$ cat config.mk
export PLATFORM = sky130hd
export DESIGN_NAME = shdlc_frame_encoder_core
export DESIGN_NICKNAME = d
export VERILOG_FILES = /design/src/rtl/core/shdlc_enc_pkg.sv /design/src/rtl/core/shdlc_enc_front.sv /design/src/rtl/core/shdlc_enc_queue.sv /design/src/rtl/core/shdlc_enc_back.sv /design/src/rtl/core/shdlc_frame_encoder_core.sv
export SDC_FILE = /design/constraint.sdc
export NUM_CORES = 1
export LEC_CHECK = 0
export ABC_CLOCK_PERIOD_IN_PS = 9500
export BUFFER_PORTS_ARGS = -buffer_cell sky130_fd_sc_hd__buf_4
export CAP_MARGIN = 10
export CORE_ASPECT_RATIO = 1.75
export CORE_UTILIZATION = 45
export DETAILED_ROUTE_END_ITERATION = 8
export GPL_ROUTABILITY_DRIVEN = 0
export PLACE_DENSITY = 0.67
export REMOVE_ABC_BUFFERS = 1
export SYNTH_ARGS = -nofsm -noshare
export SYNTH_HDL_FRONTEND = slang
export SYNTH_SLANG_ARGS = --single-unit
$ cat constraint.sdc
create_clock -name clk_i -period 9.5 [get_ports clk_i]
set_clock_uncertainty 0.15 [all_clocks]
set_input_delay 0.475 -clock clk_i [delete_from_list [all_inputs] [get_ports clk_i]]
set_output_delay 0.475 -clock clk_i [all_outputs]
set_load 0.01 [all_outputs]
$ cat src/rtl/core/shdlc_enc_pkg.sv
// shared types, constants and byte-stuffing helpers for the shdlc frame encoder
package shdlc_enc_pkg;

  localparam logic [7:0] FLAG_BYTE    = 8'h7E;
  localparam logic [7:0] ESC_BYTE     = 8'h7D;
  localparam logic [7:0] XON_BYTE     = 8'h11;
  localparam logic [7:0] XOFF_BYTE    = 8'h13;
  localparam logic [7:0] SUB_FLAG     = 8'h5E;
  localparam logic [7:0] SUB_ESC      = 8'h5D;
  localparam logic [7:0] SUB_XON      = 8'h31;
  localparam logic [7:0] SUB_XOFF     = 8'h33;
  localparam logic [7:0] LEN_WITH_ARG = 8'h02;
  localparam logic [7:0] LEN_BARE     = 8'h00;

  localparam int unsigned CmdWidth = 8;
  localparam int unsigned ArgWidth = 16;
  localparam int unsigned InDataWidth = CmdWidth + ArgWidth;

  // one frame, fully classified, waiting for the serializer
  typedef struct packed {
    logic       func;
    logic [7:0] addr;
    logic [7:0] cmd;
    logic [7:0] arg_hi;
    logic [7:0] arg_lo;
    logic [7:0] chk;
  } frame_desc_t;

  function automatic logic needs_esc(input logic [7:0] b);
    logic r;
    r = (b == FLAG_BYTE) || (b == ESC_BYTE) || (b == XON_BYTE) || (b == XOFF_BYTE);
    return r;
  endfunction

  function automatic logic [7:0] esc_sub(input logic [7:0] b);
    logic [7:0] r;
    case (b)
      FLAG_BYTE: r = SUB_FLAG;
      ESC_BYTE:  r = SUB_ESC;
      XON_BYTE:  r = SUB_XON;
      XOFF_BYTE: r = SUB_XOFF;
      default:   r = b;
    endcase
    return r;
  endfunction

endpackage

$ cat src/rtl/core/shdlc_enc_front.sv
// request intake: builds the frame descriptor and checksum, one register stage
module shdlc_enc_front (
  input  logic                       clk_i,
  input  logic                       rst_ni,
  input  logic                       req_valid_i,
  output logic                       req_ready_o,
  input  logic                       req_func_i,
  input  logic [7:0]                 req_cmd_i,
  input  logic [15:0]                req_arg_i,
  input  logic [7:0]                 addr_i,
  output logic                       desc_valid_o,
  input  logic                       desc_ready_i,
  output shdlc_enc_pkg::frame_desc_t desc_o
);

  logic                       valid_q, valid_d;
  shdlc_enc_pkg::frame_desc_t desc_q, desc_d;
  logic [7:0]                 len;
  logic [7:0]                 hi_term;
  logic [7:0]                 lo_term;
  logic [7:0]                 sum;
  logic                       accept;

  assign req_ready_o = !valid_q || desc_ready_i;
  assign accept      = req_valid_i && req_ready_o;

  // argument bytes only count when the request carries them
  assign len     = req_func_i ? shdlc_enc_pkg::LEN_WITH_ARG : shdlc_enc_pkg::LEN_BARE;
  assign hi_term = req_func_i ? req_arg_i[15:8] : 8'h00;
  assign lo_term = req_func_i ? req_arg_i[7:0]  : 8'h00;
  assign sum     = addr_i + req_cmd_i + len + hi_term + lo_term;

  always_comb begin
    valid_d = valid_q;
    desc_d  = desc_q;
    if (accept) begin
      valid_d       = 1'b1;
      desc_d.func   = req_func_i;
      desc_d.addr   = addr_i;
      desc_d.cmd    = req_cmd_i;
      desc_d.arg_hi = req_arg_i[15:8];
      desc_d.arg_lo = req_arg_i[7:0];
      desc_d.chk    = ~sum;
    end else if (desc_ready_i) begin
      valid_d = 1'b0;
    end
  end

  always_ff @(posedge clk_i or negedge rst_ni) begin
    if (!rst_ni) begin
      valid_q <= 1'b0;
    end else begin
      valid_q <= valid_d;
    end
  end

  always_ff @(posedge clk_i) begin
    desc_q <= desc_d;
  end

  assign desc_valid_o = valid_q;
  assign desc_o       = desc_q;

endmodule

$ cat src/rtl/core/shdlc_enc_queue.sv
// two-entry descriptor queue between intake and serializer
module shdlc_enc_queue (
  input  logic                       clk_i,
  input  logic                       rst_ni,
  input  logic                       push_valid_i,
  output logic                       push_ready_o,
  input  shdlc_enc_pkg::frame_desc_t push_desc_i,
  output logic                       head_valid_o,
  output shdlc_enc_pkg::frame_desc_t head_desc_o,
  input  logic                       pop_i
);

  shdlc_enc_pkg::frame_desc_t entry_q [2];
  logic                       wr_ptr_q, rd_ptr_q;
  logic [1:0]                 count_q;
  logic                       push;
  logic                       pop;

  assign push_ready_o = (count_q != 2'd2);
  assign head_valid_o = (count_q != 2'd0);
  assign push         = push_valid_i && push_ready_o;
  assign pop          = pop_i && head_valid_o;
  assign head_desc_o  = entry_q[rd_ptr_q];

  always_ff @(posedge clk_i or negedge rst_ni) begin
    if (!rst_ni) begin
      wr_ptr_q <= 1'b0;
      rd_ptr_q <= 1'b0;
      count_q  <= 2'd0;
    end else begin
      if (push) begin
        wr_ptr_q <= ~wr_ptr_q;
      end
      if (pop) begin
        rd_ptr_q <= ~rd_ptr_q;
      end
      if (push && !pop) begin
        count_q <= count_q + 2'd1;
      end else if (pop && !push) begin
        count_q <= count_q - 2'd1;
      end
    end
  end

  always_ff @(posedge clk_i) begin
    if (push) begin
      entry_q[wr_ptr_q] <= push_desc_i;
    end
  end

  a_count_bound: assert property (@(posedge clk_i) disable iff (!rst_ni)
    count_q != 2'd3)
    else $error("queue count out of range");

  a_ptr_track: assert property (@(posedge clk_i) disable iff (!rst_ni)
    (count_q == 2'd0 || count_q == 2'd2) |-> (wr_ptr_q == rd_ptr_q))
    else $error("queue pointers disagree with count");

  a_pop_nonempty: assert property (@(posedge clk_i) disable iff (!rst_ni)
    pop_i |-> head_valid_o)
    else $error("pop from empty queue");

endmodule

$ cat src/rtl/core/shdlc_enc_back.sv
// serializer: walks the frame byte by byte and inserts escape sequences
module shdlc_enc_back (
  input  logic                       clk_i,
  input  logic                       rst_ni,
  input  logic                       head_valid_i,
  input  shdlc_enc_pkg::frame_desc_t head_desc_i,
  output logic                       pop_o,
  output logic                       m_valid_o,
  input  logic                       m_ready_i,
  output logic [7:0]                 m_data_o,
  output logic                       m_last_o
);

  typedef enum logic [2:0] {
    ST_SOF,
    ST_ADDR,
    ST_CMD,
    ST_LEN,
    ST_HI,
    ST_LO,
    ST_CHK,
    ST_EOF
  } step_e;

  step_e      step_q, step_d, step_nxt;
  logic       esc_q, esc_d;
  logic       valid_q, valid_d;
  logic [7:0] data_q, data_d;
  logic       last_q, last_d;
  logic [7:0] raw;
  logic       stuff;
  logic       load;
  logic       pop;

  assign load = head_valid_i && (!valid_q || m_ready_i);

  always_comb begin
    raw      = shdlc_enc_pkg::FLAG_BYTE;
    stuff    = 1'b0;
    step_nxt = step_q;
    unique case (step_q)
      ST_SOF: begin
        raw      = shdlc_enc_pkg::FLAG_BYTE;
        step_nxt = ST_ADDR;
      end
      ST_ADDR: begin
        raw      = head_desc_i.addr;
        stuff    = 1'b1;
        step_nxt = ST_CMD;
      end
      ST_CMD: begin
        raw      = head_desc_i.cmd;
        stuff    = 1'b1;
        step_nxt = ST_LEN;
      end
      ST_LEN: begin
        raw      = head_desc_i.func ? shdlc_enc_pkg::LEN_WITH_ARG : shdlc_enc_pkg::LEN_BARE;
        step_nxt = head_desc_i.func ? ST_HI : ST_CHK;
      end
      ST_HI: begin
        raw      = head_desc_i.arg_hi;
        stuff    = 1'b1;
        step_nxt = ST_LO;
      end
      ST_LO: begin
        raw      = head_desc_i.arg_lo;
        stuff    = 1'b1;
        step_nxt = ST_CHK;
      end
      ST_CHK: begin
        raw      = head_desc_i.chk;
        stuff    = 1'b1;
        step_nxt = ST_EOF;
      end
      ST_EOF: begin
        raw      = shdlc_enc_pkg::FLAG_BYTE;
        step_nxt = ST_SOF;
      end
    endcase
  end

  always_comb begin
    step_d  = step_q;
    esc_d   = esc_q;
    valid_d = valid_q && !m_ready_i;
    data_d  = data_q;
    last_d  = last_q;
    pop     = 1'b0;
    if (load) begin
      valid_d = 1'b1;
      last_d  = (step_q == ST_EOF);
      pop     = (step_q == ST_EOF);
      if (stuff && esc_q) begin
        // second half of an escape pair
        data_d = shdlc_enc_pkg::esc_sub(raw);
        esc_d  = 1'b0;
        step_d = step_nxt;
      end else if (stuff && shdlc_enc_pkg::needs_esc(raw)) begin
        data_d = shdlc_enc_pkg::ESC_BYTE;
        esc_d  = 1'b1;
      end else begin
        data_d = raw;
        step_d = step_nxt;
      end
    end
  end

  always_ff @(posedge clk_i or negedge rst_ni) begin
    if (!rst_ni) begin
      step_q  <= ST_SOF;
      esc_q   <= 1'b0;
      valid_q <= 1'b0;
      data_q  <= 8'h00;
      last_q  <= 1'b0;
    end else begin
      step_q  <= step_d;
      esc_q   <= esc_d;
      valid_q <= valid_d;
      data_q  <= data_d;
      last_q  <= last_d;
    end
  end

  assign pop_o     = pop;
  assign m_valid_o = valid_q;
  assign m_data_o  = data_q;
  assign m_last_o  = last_q;

  a_last_is_flag: assert property (@(posedge clk_i) disable iff (!rst_ni)
    (valid_q && last_q) |-> (data_q == shdlc_enc_pkg::FLAG_BYTE))
    else $error("frame end without stop flag");

  a_esc_pending: assert property (@(posedge clk_i) disable iff (!rst_ni)
    esc_q |-> (valid_q && data_q == shdlc_enc_pkg::ESC_BYTE && !last_q))
    else $error("escape pending without escape byte on output");

  a_pop_ends_frame: assert property (@(posedge clk_i) disable iff (!rst_ni)
    pop |=> (last_q && step_q == ST_SOF && !esc_q))
    else $error("descriptor released before stop flag");

  a_esc_only_stuffable: assert property (@(posedge clk_i) disable iff (!rst_ni)
    esc_q |-> (step_q != ST_SOF && step_q != ST_LEN && step_q != ST_EOF))
    else $error("escape pending on an unstuffed byte");

endmodule

$ cat src/rtl/core/shdlc_frame_encoder_core.sv
// top level of the shdlc frame encoder: intake, descriptor queue and serializer
//
// Each accepted request produces one frame on the master stream: start flag 0x7E,
// slave address, command, length (0 or 2), the argument high then low byte when
// tuser is 1, the inverted 8-bit sum of address, command, length and argument as
// checksum, and a 0x7E stop flag marked with tlast. Address, command, argument and
// checksum bytes that equal 0x7E, 0x7D, 0x11 or 0x13 go out as 0x7D followed by
// 0x5E, 0x5D, 0x31 or 0x33. A frame is 6 to 13 bytes and the serializer emits one
// byte per cycle while the sink takes them, and frames follow each other without
// gaps while the next one is already queued. Requests are taken into an intake
// register plus a two-entry queue whose head is the frame being sent, so up to two
// requests can wait behind that frame; a frame's bytes pass through the intake
// register, the queue and the serializer output register. The slave address
// register is written over the cfg channel (always ready) and is sampled when a
// request is taken; it resets to 0 and should only be changed while no frame is
// pending.
module shdlc_frame_encoder_core (
  input  logic        clk_i,
  input  logic        rst_ni,
  // slave address register write
  input  logic        cfg_valid_i,
  output logic        cfg_ready_o,
  input  logic [7:0]  cfg_data_i,
  // command request
  input  logic        s_axis_tvalid_i,
  output logic        s_axis_tready_o,
  input  logic [23:0] s_axis_tdata_i,   // [7:0] command, [23:8] argument
  input  logic        s_axis_tuser_i,   // [0] func: 1 when the argument is sent
  // framed byte stream
  output logic        m_axis_tvalid_o,
  input  logic        m_axis_tready_i,
  output logic [7:0]  m_axis_tdata_o,   // [7:0] tx_byte
  output logic        m_axis_tlast_o    // stop flag of the frame
);

  logic [7:0]                 addr_q;
  logic                       front_valid;
  logic                       queue_ready;
  shdlc_enc_pkg::frame_desc_t front_desc;
  logic                       head_valid;
  shdlc_enc_pkg::frame_desc_t head_desc;
  logic                       pop;

  // configuration register, writable at any cycle
  assign cfg_ready_o = 1'b1;

  always_ff @(posedge clk_i or negedge rst_ni) begin
    if (!rst_ni) begin
      addr_q <= 8'h00;
    end else if (cfg_valid_i) begin
      addr_q <= cfg_data_i;
    end
  end

  // intake and checksum
  shdlc_enc_front u_front (
    .clk_i        (clk_i),
    .rst_ni       (rst_ni),
    .req_valid_i  (s_axis_tvalid_i),
    .req_ready_o  (s_axis_tready_o),
    .req_func_i   (s_axis_tuser_i),
    .req_cmd_i    (s_axis_tdata_i[shdlc_enc_pkg::CmdWidth-1:0]),
    .req_arg_i    (s_axis_tdata_i[shdlc_enc_pkg::InDataWidth-1:shdlc_enc_pkg::CmdWidth]),
    .addr_i       (addr_q),
    .desc_valid_o (front_valid),
    .desc_ready_i (queue_ready),
    .desc_o       (front_desc)
  );

  // decouples intake from the byte serializer
  shdlc_enc_queue u_queue (
    .clk_i        (clk_i),
    .rst_ni       (rst_ni),
    .push_valid_i (front_valid),
    .push_ready_o (queue_ready),
    .push_desc_i  (front_desc),
    .head_valid_o (head_valid),
    .head_desc_o  (head_desc),
    .pop_i        (pop)
  );

  // byte serializer with escaping, registered output
  shdlc_enc_back u_back (
    .clk_i        (clk_i),
    .rst_ni       (rst_ni),
    .head_valid_i (head_valid),
    .head_desc_i  (head_desc),
    .pop_o        (pop),
    .m_valid_o    (m_axis_tvalid_o),
    .m_ready_i    (m_axis_tready_i),
    .m_data_o     (m_axis_tdata_o),
    .m_last_o     (m_axis_tlast_o)
  );

endmodule
==> impl_metrics.json <==
{
  "fp.dieH_um": 160.8,
  "cts_max_path_buffers": 2,
  "design.portCount": 50,
  "setup_viol": 0,
  "syn2layout_area_growth_pct": 17.37,
  "critical_path.cell_chain": "or3b_1, o22a_1, a31oi_1, or3b_1, nor4b_1, nor4_1, or4b_1",
  "fmax_mhz": 276.7,
  "fin_setup_tns_ns": 0,
  "postRouteWirelength_mm": 12.05,
  "fin_crit_ns": 3.614,
  "max_slew_margin_pct": 30.76,
  "final_nets": 551,
  "worstMarginPinSlew_ns": 1.039,
  "rr_endpoint": "u_back.step_q[0]",
  "die_area_um2": 14910,
  "clk_pin_slew_ns": 0.07,
  "crit_fanout": 17,
  "grt_antenna_before_repair": 0,
  "vdd_drop_max_mv": 0.1943,
  "r2r_start": "u_back.step_q[1]",
  "cpPeakStageDelay_ns": 0.70,
  "worstPathRequired_ns": 9.63,
  "core_um2": 13980,
  "grt_max_degree": 46,
  "ys_seq_area_share_pct": 67.41,
  "io_buffer_count": 48,
  "syn_area_per_cell_um2": 14.90,
  "fillers": 1184,
  "yosysMostFrequentCell": "edfxtp_1",
  "grt_pass1_vias": 3770,
  "synth.area.top_cells": "edfxtp_1 57%, dfrtp_1 10%, fa_1 4.6%",
  "cts_resized": 0,
  "powerDensity_nw_per_um2": 321.1,
  "grt_setup_unrepaired": "no",
  "async_flop_share_pct": 18.00,
  "ys.flop_type": "edfxtp_1",
  "num_antenna_cells": 0,
  "hpwlAfterDp_mm": 8.499,
  "vias": 3573,
  "reg2reg_depth": 7,
  "synth_top_area_share_pct": 56.99,
  "postCtsSetupBuffers": 0,
  "min_path_type": "in2reg",
  "htreeDepth": 4,
  "wl_per_cell_um": 17.72,
  "initial_core_util_pct": 46.37,
  "clock_latency_ns": 0.42,
  "synth_edf_count": 123,
  "multiInputGateArea_um2": 1931,
  "maxSlewViolCount": 0,
  "synth_top_area_cell": "edfxtp_1",
  "cts-root-buf": "clkbuf_16",
  "yosys_warnings": 0,
  "hold_path_end": "u_front.desc_o[12]",
  "ys_ff_latch": 150,
  "path_class": "reg2reg",
  "syn-cell-area_um2": 6481,
  "worstPathArrival_ns": 3.74,
  "hold_viol": 0,
  "grt_overflow": 0,
  "cts_tree": "built",
  "die_w_um": 92.72,
  "end_kind": "register",
  "status": "finished, final reports clean",
  "cts_sinks": 150,
  "numCtsBuffers": 17,
  "synth_cells": 435,
  "avgViaCountPerCell": 5.254,
  "critPathSlowestCell": "dfrtp_1",
  "drt_first_pass_iters": 4,
  "ys_types": 55,
  "regArea_um2": 4370,
  "grt_use_total_pct": 17.65,
  "finalCritPeriodShare_pct": 38.05,
  "drt_iter0_drc": 162,
  "worst_setup_path_start_kind": "register",
  "max_cap_viol_count": 0,
  "yosys-top-cells-count": "123 x edfxtp_1, 33 x nand2_1, 27 x dfrtp_1, 27 x inv_1, 27 x mux2i_1",
  "p_leak_nw": 2.971,
  "layout-drive-gt1-share_pct": 20.48,
  "grt_pass1_wl_mm": 19.40,
  "path_common_cell": "or3b_1",
  "dp_slack_ns": 5.788,
  "min_path_cells": 1,
  "reg2reg_slack_ns": 5.89,
  "drc": 0,
  "ant_nets": 0,
  "setup_ws_ns": 5.886,
  "hp-start": "s_axis_tdata_i[12]",
  "rows": 57
}
## worst max-delay path: cells and delay by family (launching register included)
family          cells  cell delay (ns)
simple gates        5             2.10
compound gates      2             0.53
flops               1             0.70
## sequential cells by signal, indices dropped and copies added (netlist names)
| name | count |
|---|---|
| addr_q | 8 |
| u_back.esc_q | 1 |
| u_back.m_data_o | 8 |
| u_back.m_last_o | 1 |
| u_back.m_valid_o | 1 |
| u_back.step_q | 3 |
| u_front.desc_o | 41 |
| u_front.desc_valid_o | 1 |
| u_queue.count_q | 2 |
| u_queue.entry_q | 82 |
| u_queue.rd_ptr_q | 1 |
| u_queue.wr_ptr_q | 1 |
## placed cells by master, fill, tap and decap left out, types with 3 or more instances in the layout
cell type | Yosys | routed
xnor2_1 | 13 | 13
a31oi_1 | 3 | 3
o22ai_1 | 4 | 4
nand2_1 | 33 | 33
a21o_1 | 4 | 4
o21ai_1 | 2 | 3
or3b_1 | 3 | 3
fa_1 | 15 | 15
o211ai_1 | 4 | 4
nand2b_1 | 6 | 6
a211oi_1 | 6 | 6
edfxtp_1 | 123 | 123
nand3_1 | 4 | 4
buf_4 | 2 | 51
xor2_1 | 5 | 5
inv_1 | 27 | 27
nor2b_1 | 8 | 8
inv_8 | 0 | 3
nand3b_1 | 3 | 3
a21oi_1 | 11 | 11
dfrtp_1 | 27 | 26
nor2_1 | 19 | 18
nor4_1 | 4 | 4
ha_1 | 8 | 8
o21bai_1 | 4 | 4
mux2_2 | 13 | 13
clkinv_4 | 0 | 4
inv_6 | 0 | 5
o21ai_0 | 7 | 6
clkbuf_16 | 0 | 17
and2_1 | 8 | 7
mux2i_1 | 27 | 27
## through the flow
| stage | utilization, % | instance area, um2 | std cells | hold slack [ns] | total power, W |
|---|---|---|---|---|---|
| floorplan | - | 6399 | 419 | 0.02941 | 0.001568 |
| global placement | 50.18 | 7014 | 647 | 0.2757 | 0.001787 |
| detailed placement | 50.18 | 7014 | 647 | 0.2821 | 0.001812 |
| finish | 54.42 | 7607 | 680 | 0.08831 | 0.002442 |
| global route | 54.42 | 7607 | 680 | 0.07670 | 0.002580 |
| CTS | 54.42 | 7607 | 680 | 0.07749 | 0.002467 |
## routing by layer
metal	vias to the layer above	track usage (%)	share of wire [%]
met5	-	0	0
met4	0	8.252	2.3
met3	12	3.788	2.8
met2	74	32.49	57
met1	1778	18.86	38
li1	1709	-	-
## where the power goes
group	leakage, nW	internal, W	switching (W)	total (W)
clock network	0.281	0.000371	0.000280	0.000652
registers	1.49	0.000962	0.000104	0.00107
logic	1.20	0.000297	0.000428	0.000725
total	2.97	0.00163	0.000812	0.00244
## layout make-up
class	count	share of cell area, %
multi-input combinational	240	25.38
clock inverter	15	2.072
clock buffer	17	5.592
inverter	29	1.431
timing repair buffer	52	5.164
tap	177	2.911
sequential	150	57.45
## how the worst max path moves through the flow
| stage | depth (start not counted) | start | end | slack, ns |
|---|---|---|---|---|
| after floorplan | 6 | u_queue.rd_ptr_q | u_back.step_q[0] | 5.71 |
| final | 7 | u_back.step_q[1] | u_back.step_q[0] | 5.89 |
| after global routing | 8 | u_queue.rd_ptr_q | u_back.step_q[0] | 5.73 |
| after global placement | 14 | s_axis_tuser_i | u_front.desc_o[6] | 5.86 |
| after detailed placement | 14 | s_axis_tuser_i | u_front.desc_o[6] | 5.79 |
| after CTS | 8 | u_queue.rd_ptr_q | u_back.step_q[0] | 5.92 |
## timing repair
action	CTS	global route
hold buffers	1	0
hold endpoints to repair	27	0
setup endpoints to repair	0	0
## kinds of logic (layout without fill, tap and decap cells)
| family | count (synthesis) | after routing | share of synthesized area, % |
|---|---|---|---|
| flip-flops | 150 | 150 | 67.41 |
| AND/OR/NAND/NOR | 95 | 95 | 7.452 |
| AO/OA/AOI/OAI | 61 | 61 | 6.564 |
| buffers and inverters | 45 | 113 | 2.954 |
| multiplexers | 42 | 42 | 6.950 |
| adder cells (fa/ha/maj) | 23 | 23 | 6.178 |
| XOR/XNOR | 18 | 18 | 2.432 |
| other | 1 | 1 | 0.05786 |
Power figures use the tool's default switching activity.
